--- config.mk ---
export PLATFORM = sky130hd
export DESIGN_NAME = queued_traffic_signal_controller_unit
export DESIGN_NICKNAME = d
export VERILOG_FILES = /design/src/sv/qtsc_pkg.sv /design/src/sv/queued_traffic_signal_controller_unit.sv /design/src/sv/qtsc_queue.sv /design/src/sv/qtsc_phase.sv
export SDC_FILE = /design/constraint.sdc
export NUM_CORES = 1
export LEC_CHECK = 0
export BUFFER_PORTS_ARGS = -buffer_cell sky130_fd_sc_hd__buf_2
export CAP_MARGIN = 5
export CORE_MARGIN = 2
export CORE_UTILIZATION = 40
export DETAILED_ROUTE_END_ITERATION = 7
export GPL_TIMING_DRIVEN = 0
export PLACE_DENSITY = 0.62
export SLEW_MARGIN = 20
export SYNTH_ARGS = -nofsm -noshare
export SYNTH_HDL_FRONTEND = slang
export SYNTH_SLANG_ARGS = --single-unit
--- constraint.sdc ---
create_clock -name aclk -period 9.6 [get_ports aclk]
set_clock_uncertainty 0.05 [all_clocks]
set_input_delay 1.92 -clock aclk [delete_from_list [all_inputs] [get_ports aclk]]
set_output_delay 1.92 -clock aclk [all_outputs]
set_load 0.02 [all_outputs]
--- src/sv/qtsc_pkg.sv ---
// Shared constants, types and lamp/green decode functions for the traffic signal controller.
`timescale 1ns / 1ps

package qtsc_pkg;

    localparam int QUEUE_DEPTH     = 8;
    localparam int DIRECTION_COUNT = 5;
    localparam int PTR_W           = (QUEUE_DEPTH > 1) ? $clog2(QUEUE_DEPTH) : 1;
    localparam int CNT_W           = $clog2(QUEUE_DEPTH + 1);
    localparam int DIR_W           = 3;
    localparam int DCNT_W          = 4;
    localparam int LAMP_W          = 11;
    localparam int PHASE_W         = 3;
    localparam int QSIZE_W         = 4;
    localparam int ARR_W           = 2;
    localparam int TICK_W          = 8;
    localparam int HOLD_W          = 4;
    localparam int LIMIT_W         = 4;
    localparam int ADDR_W          = 4;
    localparam int DATA_W          = 32;

    // Register indexes (word address bits).
    localparam logic [1:0] REG_TICKS_PER_STEP = 2'd0;
    localparam logic [1:0] REG_GREEN_HOLD     = 2'd1;
    localparam logic [1:0] REG_DIR_LIMIT      = 2'd2;

    localparam logic [TICK_W-1:0]  TICKS_RESET = 8'd10;
    localparam logic [HOLD_W-1:0]  HOLD_RESET  = 4'd2;
    localparam logic [LIMIT_W-1:0] LIMIT_RESET = 4'd2;

    // Directions.
    localparam logic [DIR_W-1:0] DIR_NL = 3'd0;
    localparam logic [DIR_W-1:0] DIR_NR = 3'd1;
    localparam logic [DIR_W-1:0] DIR_WL = 3'd2;
    localparam logic [DIR_W-1:0] DIR_WS = 3'd3;
    localparam logic [DIR_W-1:0] DIR_ES = 3'd4;

    // Arrival results.
    localparam logic [ARR_W-1:0] ARR_NONE       = 2'd0;
    localparam logic [ARR_W-1:0] ARR_ADDED      = 2'd1;
    localparam logic [ARR_W-1:0] ARR_DIR_FULL   = 2'd2;
    localparam logic [ARR_W-1:0] ARR_QUEUE_FULL = 2'd3;

    // Signal phases.
    localparam logic [PHASE_W-1:0] PH_S0 = 3'd0;
    localparam logic [PHASE_W-1:0] PH_S1 = 3'd1;
    localparam logic [PHASE_W-1:0] PH_S2 = 3'd2;
    localparam logic [PHASE_W-1:0] PH_S3 = 3'd3;
    localparam logic [PHASE_W-1:0] PH_S4 = 3'd4;
    localparam logic [PHASE_W-1:0] PH_S5 = 3'd5;
    localparam logic [PHASE_W-1:0] PH_S6 = 3'd6;
    localparam logic [PHASE_W-1:0] PH_S7 = 3'd7;

    typedef logic [DIR_W-1:0] dir_t;

    // Queue contents as seen after this word's arrival has been applied.
    typedef struct packed {
        logic                                   head_valid;
        dir_t                                   head_dir;
        logic [CNT_W-1:0]                       count;
        logic [DIRECTION_COUNT-1:0][DCNT_W-1:0] dir_counts;
    } queue_view_t;

    // What the controller did on this word.
    typedef struct packed {
        logic step;
        logic passed;
        dir_t pdir;
    } step_info_t;

    function automatic logic [PTR_W-1:0] ptr_inc(input logic [PTR_W-1:0] p);
        if (p == PTR_W'(QUEUE_DEPTH - 1)) begin
            return '0;
        end
        return p + 1'b1;
    endfunction

    function automatic logic [LAMP_W-1:0] phase_lamps(input logic [PHASE_W-1:0] ph);
        case (ph)
            PH_S0:   return 11'h20C;
            PH_S1:   return 11'h20A;
            PH_S2:   return 11'h649;
            PH_S3:   return 11'h209;
            PH_S4:   return 11'h10A;
            PH_S5:   return 11'h0E1;
            PH_S6:   return 11'h091;
            PH_S7:   return 11'h0D1;
            default: return '0;
        endcase
    endfunction

    function automatic logic green_in_phase(input logic [PHASE_W-1:0] ph, input dir_t d);
        case (ph)
            PH_S0:   return (d == DIR_ES) || (d == DIR_WS);
            PH_S2:   return (d == DIR_NL) || (d == DIR_WL) || (d == DIR_WS);
            PH_S3:   return (d == DIR_WS);
            PH_S5:   return (d == DIR_NL) || (d == DIR_NR);
            default: return 1'b0;
        endcase
    endfunction

endpackage

--- src/sv/queued_traffic_signal_controller_unit.sv ---
// Top level of the queued traffic signal controller: ports, registers and word stages.
//
//   Channel  Direction  Ports                                   Word
//   s_       in         s_valid/s_ready                         button_level, arrival_direction
//   m_       out        m_valid/m_ready                         lamps, phase, step, arrival, pass, size
//   APB      in/out     psel/penable/pwrite/paddr/pwdata/...    ticks, hold, direction limit
//
// One word per cycle sustained while m_ready is high. A word is captured in the input
// register, is evaluated there and lands in the output register when it fires.
// When m_ready is low the output register holds and the input register holds its word;
// s_ready drops only while both are full. Synchronous active-low reset, no clearing pass.
`timescale 1ns / 1ps

module queued_traffic_signal_controller_unit (
    input  logic                         aclk,
    input  logic                         aresetn,
    input  logic                         s_valid,
    output logic                         s_ready,
    input  logic                         s_button_level,
    input  logic [2:0]                   s_arrival_direction,
    output logic                         m_valid,
    input  logic                         m_ready,
    output logic [qtsc_pkg::LAMP_W-1:0]  m_lamp_pattern,
    output logic [qtsc_pkg::PHASE_W-1:0] m_phase_now,
    output logic                         m_step_taken,
    output logic [qtsc_pkg::ARR_W-1:0]   m_arrival_result,
    output logic                         m_car_passed,
    output logic [2:0]                   m_passed_direction,
    output logic [qtsc_pkg::QSIZE_W-1:0] m_queue_size,
    input  logic                         psel,
    input  logic                         penable,
    input  logic                         pwrite,
    input  logic [qtsc_pkg::ADDR_W-1:0]  paddr,
    input  logic [qtsc_pkg::DATA_W-1:0]  pwdata,
    output logic [qtsc_pkg::DATA_W-1:0]  prdata,
    output logic                         pready
);
    import qtsc_pkg::*;

    logic [TICK_W-1:0]  ticks_reg;
    logic [HOLD_W-1:0]  hold_reg;
    logic [LIMIT_W-1:0] limit_reg;
    logic               cfg_write;

    logic in_valid_reg;
    logic level_reg;
    dir_t dir_reg;
    logic button_last_reg;

    logic               out_valid_reg;
    logic [LAMP_W-1:0]  lamp_reg;
    logic [PHASE_W-1:0] phase_out_reg;
    logic               step_reg;
    logic [ARR_W-1:0]   arrival_reg;
    logic               passed_reg;
    dir_t               pdir_reg;
    logic [QSIZE_W-1:0] qsize_reg;

    logic               fire;
    logic               press;
    logic [ARR_W-1:0]   arrival;
    queue_view_t        view;
    logic [QSIZE_W-1:0] queue_size;
    step_info_t         info;
    logic [LAMP_W-1:0]  lamps;
    logic [PHASE_W-1:0] phase_now;

    // Configuration registers.
    assign pready    = 1'b1;
    assign cfg_write = psel && penable && pwrite;

    always_ff @(posedge aclk) begin
        if (!aresetn) begin
            ticks_reg <= TICKS_RESET;
            hold_reg  <= HOLD_RESET;
            limit_reg <= LIMIT_RESET;
        end else if (cfg_write) begin
            case (paddr[3:2])
                REG_TICKS_PER_STEP: ticks_reg <= pwdata[TICK_W-1:0];
                REG_GREEN_HOLD:     hold_reg  <= pwdata[HOLD_W-1:0];
                REG_DIR_LIMIT:      limit_reg <= pwdata[LIMIT_W-1:0];
                default: ;
            endcase
        end
    end

    always_comb begin
        case (paddr[3:2])
            REG_TICKS_PER_STEP: prdata = DATA_W'(ticks_reg);
            REG_GREEN_HOLD:     prdata = DATA_W'(hold_reg);
            REG_DIR_LIMIT:      prdata = DATA_W'(limit_reg);
            default:            prdata = '0;
        endcase
    end

    // The word in the input register is evaluated whenever the output register can take it.
    assign fire    = in_valid_reg && (!out_valid_reg || m_ready);
    assign s_ready = !in_valid_reg || fire;
    assign press   = button_last_reg && !level_reg;

    always_ff @(posedge aclk) begin
        if (!aresetn) begin
            in_valid_reg    <= 1'b0;
            button_last_reg <= 1'b1;
            out_valid_reg   <= 1'b0;
        end else begin
            if (s_ready) begin
                in_valid_reg <= s_valid;
            end
            if (fire) begin
                button_last_reg <= level_reg;
            end
            out_valid_reg <= fire || (out_valid_reg && !m_ready);
        end
    end

    always_ff @(posedge aclk) begin
        if (s_valid && s_ready) begin
            level_reg <= s_button_level;
            dir_reg   <= s_arrival_direction;
        end
        if (fire) begin
            lamp_reg      <= lamps;
            phase_out_reg <= phase_now;
            step_reg      <= info.step;
            arrival_reg   <= arrival;
            passed_reg    <= info.passed;
            pdir_reg      <= info.pdir;
            qsize_reg     <= queue_size;
        end
    end

    qtsc_queue u_queue (
        .aclk                (aclk),
        .aresetn             (aresetn),
        .fire                (fire),
        .press               (press),
        .dir                 (dir_reg),
        .per_direction_limit (limit_reg),
        .pop                 (info.passed),
        .arrival             (arrival),
        .view                (view),
        .queue_size          (queue_size)
    );

    qtsc_phase u_phase (
        .aclk             (aclk),
        .aresetn          (aresetn),
        .fire             (fire),
        .ticks_per_step   (ticks_reg),
        .green_hold_steps (hold_reg),
        .view             (view),
        .info             (info),
        .lamps_out        (lamps),
        .phase_out        (phase_now)
    );

    assign m_valid            = out_valid_reg;
    assign m_lamp_pattern     = lamp_reg;
    assign m_phase_now        = phase_out_reg;
    assign m_step_taken       = step_reg;
    assign m_arrival_result   = arrival_reg;
    assign m_car_passed       = passed_reg;
    assign m_passed_direction = pdir_reg;
    assign m_queue_size       = qsize_reg;

endmodule

--- src/sv/qtsc_queue.sv ---
// Car queue: direction FIFO, per-direction counts and arrival admission.
`timescale 1ns / 1ps

module qtsc_queue (
    input  logic                         aclk,
    input  logic                         aresetn,
    input  logic                         fire,
    input  logic                         press,
    input  qtsc_pkg::dir_t               dir,
    input  logic [qtsc_pkg::LIMIT_W-1:0] per_direction_limit,
    input  logic                         pop,
    output logic [qtsc_pkg::ARR_W-1:0]   arrival,
    output qtsc_pkg::queue_view_t        view,
    output logic [qtsc_pkg::QSIZE_W-1:0] queue_size
);
    import qtsc_pkg::*;

    dir_t                                   fifo_mem [QUEUE_DEPTH];
    logic [PTR_W-1:0]                       head_reg, head_next;
    logic [PTR_W-1:0]                       tail_reg, tail_next;
    logic [CNT_W-1:0]                       count_reg, count_next;
    logic [DIRECTION_COUNT-1:0][DCNT_W-1:0] counts_reg, counts_next;
    dir_t                                   head_dir_reg;

    logic                                   dir_ok;
    logic [DCNT_W-1:0]                      dir_cnt;
    logic                                   enq;
    logic [CNT_W-1:0]                       count_enq;
    logic [DIRECTION_COUNT-1:0][DCNT_W-1:0] counts_enq;
    dir_t                                   head_dir;

    always_comb begin
        dir_ok  = dir < DIR_W'(DIRECTION_COUNT);
        dir_cnt = dir_ok ? counts_reg[dir] : '0;
        enq     = 1'b0;
        arrival = ARR_NONE;
        if (press) begin
            if (!dir_ok || dir_cnt >= DCNT_W'(per_direction_limit)) begin
                arrival = ARR_DIR_FULL;
            end else if (count_reg >= CNT_W'(QUEUE_DEPTH)) begin
                arrival = ARR_QUEUE_FULL;
            end else begin
                arrival = ARR_ADDED;
                enq     = 1'b1;
            end
        end

        count_enq  = count_reg + CNT_W'(enq);
        counts_enq = counts_reg;
        if (enq) begin
            counts_enq[dir] = counts_reg[dir] + 1'b1;
        end

        // A car queued into an empty FIFO this word is already the head.
        head_dir = (count_reg == '0) ? dir : head_dir_reg;

        view.head_valid = (count_enq != '0);
        view.head_dir   = head_dir;
        view.count      = count_enq;
        view.dir_counts = counts_enq;

        count_next  = count_enq - CNT_W'(pop);
        counts_next = counts_enq;
        if (pop && head_dir < DIR_W'(DIRECTION_COUNT) && counts_enq[head_dir] != '0) begin
            counts_next[head_dir] = counts_enq[head_dir] - 1'b1;
        end
        head_next = pop ? ptr_inc(head_reg) : head_reg;
        tail_next = enq ? ptr_inc(tail_reg) : tail_reg;

        queue_size = QSIZE_W'(count_next);
    end

    always_ff @(posedge aclk) begin
        if (!aresetn) begin
            head_reg   <= '0;
            tail_reg   <= '0;
            count_reg  <= '0;
            counts_reg <= '0;
        end else if (fire) begin
            head_reg   <= head_next;
            tail_reg   <= tail_next;
            count_reg  <= count_next;
            counts_reg <= counts_next;
        end
    end

    // The entry at the next head is read ahead, with the direction being written forwarded.
    always_ff @(posedge aclk) begin
        if (fire) begin
            if (enq) begin
                fifo_mem[tail_reg] <= dir;
            end
            head_dir_reg <= (enq && tail_reg == head_next) ? dir : fifo_mem[head_next];
        end
    end

endmodule

--- src/sv/qtsc_phase.sv ---
// Step timer, phase sequencer, green hold counter and lamp latch.
`timescale 1ns / 1ps

module qtsc_phase (
    input  logic                         aclk,
    input  logic                         aresetn,
    input  logic                         fire,
    input  logic [qtsc_pkg::TICK_W-1:0]  ticks_per_step,
    input  logic [qtsc_pkg::HOLD_W-1:0]  green_hold_steps,
    input  qtsc_pkg::queue_view_t        view,
    output qtsc_pkg::step_info_t         info,
    output logic [qtsc_pkg::LAMP_W-1:0]  lamps_out,
    output logic [qtsc_pkg::PHASE_W-1:0] phase_out
);
    import qtsc_pkg::*;

    logic [PHASE_W-1:0] phase_reg, phase_next;
    logic [LAMP_W-1:0]  lamps_reg, lamps_next;
    logic [TICK_W-1:0]  div_reg, div_next;
    logic [HOLD_W-1:0]  wait_reg, wait_next;

    logic [TICK_W-1:0]                      div_inc;
    logic                                   step;
    logic                                   passed;
    logic [DIRECTION_COUNT-1:0][DCNT_W-1:0] cnt;
    logic [CNT_W-1:0]                       qcount;
    logic                                   nxt_valid;
    logic [PHASE_W-1:0]                     nxt;
    logic [HOLD_W-1:0]                      wait_inc;

    always_comb begin
        div_inc = div_reg + 1'b1;
        step    = (div_inc == ticks_per_step);
        passed  = step && view.head_valid && green_in_phase(phase_reg, view.head_dir);

        // Phase choice looks at the queue after the head car has left.
        cnt    = view.dir_counts;
        qcount = view.count - CNT_W'(passed);
        if (passed && view.head_dir < DIR_W'(DIRECTION_COUNT)
                && view.dir_counts[view.head_dir] != '0) begin
            cnt[view.head_dir] = view.dir_counts[view.head_dir] - 1'b1;
        end

        nxt_valid = 1'b1;
        nxt       = PH_S2;
        case (phase_reg)
            PH_S0: begin
                if (qcount == '0) begin
                    nxt_valid = 1'b0;
                end else if (cnt[DIR_NL] != '0) begin
                    nxt = PH_S4;
                end else if (cnt[DIR_NR] != '0 || cnt[DIR_WL] != '0) begin
                    nxt = PH_S1;
                end else begin
                    nxt_valid = 1'b0;
                end
            end
            PH_S1: nxt = PH_S2;
            PH_S2: nxt = PH_S3;
            PH_S3: nxt = PH_S0;
            PH_S4: nxt = PH_S5;
            PH_S5: begin
                if (qcount == '0) begin
                    nxt_valid = 1'b0;
                end else if (cnt[DIR_WL] != '0) begin
                    nxt = PH_S7;
                end else if (cnt[DIR_WS] != '0 || cnt[DIR_ES] != '0) begin
                    nxt = PH_S6;
                end else begin
                    nxt_valid = 1'b0;
                end
            end
            PH_S6: nxt = PH_S0;
            default: nxt = PH_S2;
        endcase

        wait_inc   = wait_reg + 1'b1;
        phase_next = phase_reg;
        wait_next  = wait_reg;
        lamps_next = lamps_reg;
        div_next   = div_inc;
        if (step) begin
            div_next   = '0;
            lamps_next = phase_lamps(phase_reg);
            if ((phase_reg == PH_S0 || phase_reg == PH_S5) && nxt_valid) begin
                // Green phases hold for a number of steps before moving on.
                wait_next = wait_inc;
                if (wait_inc >= green_hold_steps) begin
                    phase_next = nxt;
                    wait_next  = '0;
                end
            end else begin
                wait_next = '0;
                if (nxt_valid) begin
                    phase_next = nxt;
                end
            end
        end

        info.step   = step;
        info.passed = passed;
        info.pdir   = passed ? view.head_dir : '0;
        lamps_out   = lamps_next;
        phase_out   = phase_next;
    end

    always_ff @(posedge aclk) begin
        if (!aresetn) begin
            phase_reg <= PH_S0;
            lamps_reg <= '0;
            div_reg   <= '0;
            wait_reg  <= '0;
        end else if (fire) begin
            phase_reg <= phase_next;
            lamps_reg <= lamps_next;
            div_reg   <= div_next;
            wait_reg  <= wait_next;
        end
    end

endmodule
==> flow_summary.yaml <==
routing:
  via_count: 7784
  drt_drc_violations_left: 0
  postRouteAntennaNets: 0
  wire_per_inst_um: 19.1
  vias_per_cell: 5.74
  drt_wl_total_um: 25900
  dr.first_iter.drc_count: 746
  dr.pass1.iters: 6
power_and_ir_drop:
  pwr-share-seq_pct: 43.5
  swShare_pct: 29.0
  power.density_nw_per_um2: 149
  switchingPower_uw: 433
  ir_drop_uv: 124
  pwr-share-comb_pct: 14.2
  p_leak_uw: 0.00403
  pwr-share-clk_pct: 42.3
  p_int_uw: 1060
sta:
  finalCritPeriodShare_pct: 86.2
  setup_viol: 0
  hold_ws_ns: 0.415
  hold_violations: 0
  relSlewSlack_pct: 31.5
  rsz0062_at_grt: "no"
  min_period_ns: 8.28
  setup_tns_ns: 0
  worst_slew_pin_slew_ns: 1.02
  maxSlewViolCount: 0
  fmax_mhz: 121
global_route:
  grt_max_degree: 30
  antenna_found_initial: 0
  grt_pass1_vias: 7470
  grt_usage_pct: 22.3
  grt_overflow: 0
  grt_pass1_wl_um: 40900
layout:
  multi_input_area_um2: 4940
  drive_gt1_share_pct: 16.3
  fillers: 2127
  largest_reg_flops: 24
  nets: 1130
  seq_area_um2: 3400
  antenna_cells: 0
  area_delta_synth_final_pct: 14.6
clock_network:
  cts_max_path_buffers: 2
  cts_resized: 0
  cts_tree: "yes"
  postCtsSetupBuffers: 0
  cts_root_buf: "clkbuf_16"
  cts-htree-levels: 4
  path_clk_slew_ns: 0.07
  holdBufCountCts: 0
  cts_sinks: 142
  cts_buffers: 17
  clock_latency_ns: 0.43
critical_path:
  worstPathRequired_ns: 9.88
  startpoint: "dir_reg[2]"
  cp.arrival_ns: 8.55
  reg2reg_from: "dir_reg[2]"
  crit_cells: 26
  critPathMaxStageDelay_ns: 0.94
  crit_path_start_kind: "register"
  r2r_slack_ns: 1.32
  crit_top_cell: "ha_1"
  crit_type: "register to register"
  end_kind: "register"
  rr_worst_depth: 26
  crit_family: "simple AND/OR/NAND/NOR gates"
  crit_buf_inv: 5
  crit_slowest_cell: "o41ai_1"
  cp_max_fo: 14
min_path:
  holdPathStages: 2
  min-delay-start: "u_phase.lamps_reg[4]"
  hold_class: "register to register"
logic_synthesis:
  ys_seq_elements: 142
  synth_top_cell_by_area: "dfxtp_1"
  syn_avg_cell_area_um2: 9.05
  postSynthCellCount: 968
  synth.distinct_cells: 93
  seq_area_frac_synth_pct: 38.8
  synthArstFlopShare_pct: 0
  synth-main-ff-cell: "dfxtp_1"
  synth_area_leaders: "dfxtp_1 (20%), edfxtp_1 (19%), nand2_1 (6.1%)"
  ys_warn_count: 0
  syn-cell-area_um2: 8760
  netlist.area_leader.share_pct: 19.6
  synth-edff-count: 56
outcome:
  status: "finished clean"
floorplanning:
  chipWidth_um: 152
  dieArea_um2: 23100
  core_area_um2: 21700
  pin_count: 107
  fp-row-count: 54
  die_h_um: 152
  initial_core_util_pct: 40.4
placed_design:
  numPortBuffers: 52
  dpl.hpwl_um: 19300
  routabilityCongestion: 0.961
flow_run:
  cap_violations: 0
==> cell usage after synthesis, types with 15 or more instances <==
library cell and instances:
dfxtp_1 86, inv_1 20, mux2i_1 43, nand2_1 143
a21oi_1 42, a21boi_0 19, ha_1 20, nor3_1 23
nor2_1 62, edfxtp_1 56, nor2b_1 42, buf_4 26
nand3_1 19, clkbuf_1 37, and2_1 15, o21ai_0 37
==> tightest hold or removal path, stage by stage, from the launching register on <==
cell and delay (ns):
dfxtp_1 0.31, nand2_1 0.05, a21boi_0 0.06
==> kinds of logic (layout without fill, tap and decap cells) <==
logic type | Yosys count | after routing | synth area share, %
xor+xnor | 21 | 21 | 2.10
flops | 142 | 142 | 38.8
compound gates | 239 | 239 | 20.2
other cells | 2 | 25 | 0.0857
fa+ha+maj | 20 | 20 | 2.86
buf+inv | 94 | 179 | 5.74
simple gates | 393 | 393 | 23.4
mux | 57 | 57 | 6.84
==> power groups by stage <==
| stage | sequential, µW | clock, µW | combinational, µW |
|---|---|---|---|
| global placement | 664 | 0 | 207 |
| CTS | 651 | 642 | 208 |
| detailed placement | 664 | 0 | 207 |
| floorplan | 665 | 0 | 145 |
| finish | 651 | 633 | 212 |
| global route | 652 | 667 | 226 |
==> cells in the final DEF, fill, tap and decap left out, types with 10 or more instances in the layout <==
master,count
nand2_1,143
dfxtp_1,86
nor2_1,62
edfxtp_1,56
buf_2,55
mux2i_1,43
nor2b_1,42
a21oi_1,42
o21ai_0,37
clkbuf_1,36
buf_4,26
conb_1,25
nor3_1,23
inv_1,20
ha_1,20
nand3_1,19
a21boi_0,19
clkbuf_16,17
and2_1,15
nor4_1,14
o21a_1,13
xnor2_1,13
a211oi_1,11
a31oi_1,11
nor3b_1,10
nand2b_1,10
mux2_2,10
o211ai_1,10
==> stage by stage <==
| step | std cells | power [µW] | cell area [µm²] | setup slack (ns) | util [%] |
|---|---|---|---|---|---|
| finish | 1356 | 1500 | 10000 | 1.32 | 46.3 |
| global route | 1356 | 1550 | 10000 | 0.772 | 46.3 |
| CTS | 1356 | 1500 | 10000 | 1.40 | 46.3 |
| detailed placement | 1324 | 871 | 9480 | 1.44 | 43.7 |
| global placement | 1323 | 871 | 9460 | 1.47 | 43.6 |
| floorplan | 991 | 810 | 8850 | 3.29 | - |
==> metal layers <==
layer / track usage [%] / wire [µm]
met3: 4.48 / 1860
met5: 0 / 0
met2: 35.6 / 11800
met1: 29.7 / 11300
met4: 8.90 / 864
==> layout make-up <==
| class | instances | area share, % |
|---|---|---|
| Buffer | 73 | 4.24 |
| Tap cell | 280 | 3.49 |
| Sequential cell | 142 | 33.9 |
| Multi-Input combinational cell | 755 | 49.2 |
| Timing Repair Buffer | 53 | 2.79 |
| Clock buffer | 18 | 4.37 |
| Clock inverter | 14 | 1.21 |
| Inverter | 21 | 0.785 |
==> worst min path at each step <==
stage	end	slack (ns)
after CTS	u_phase.lamps_reg[2]	0.42
after global routing	u_phase.lamps_reg[2]	0.43
final	u_phase.lamps_reg[4]	0.42
after global placement	u_phase.lamps_reg[7]	0.40
after floorplan	u_phase.lamps_reg[10]	0.39
after detailed placement	u_phase.lamps_reg[4]	0.41
Note: power is estimated with default switching activity, not from simulation.
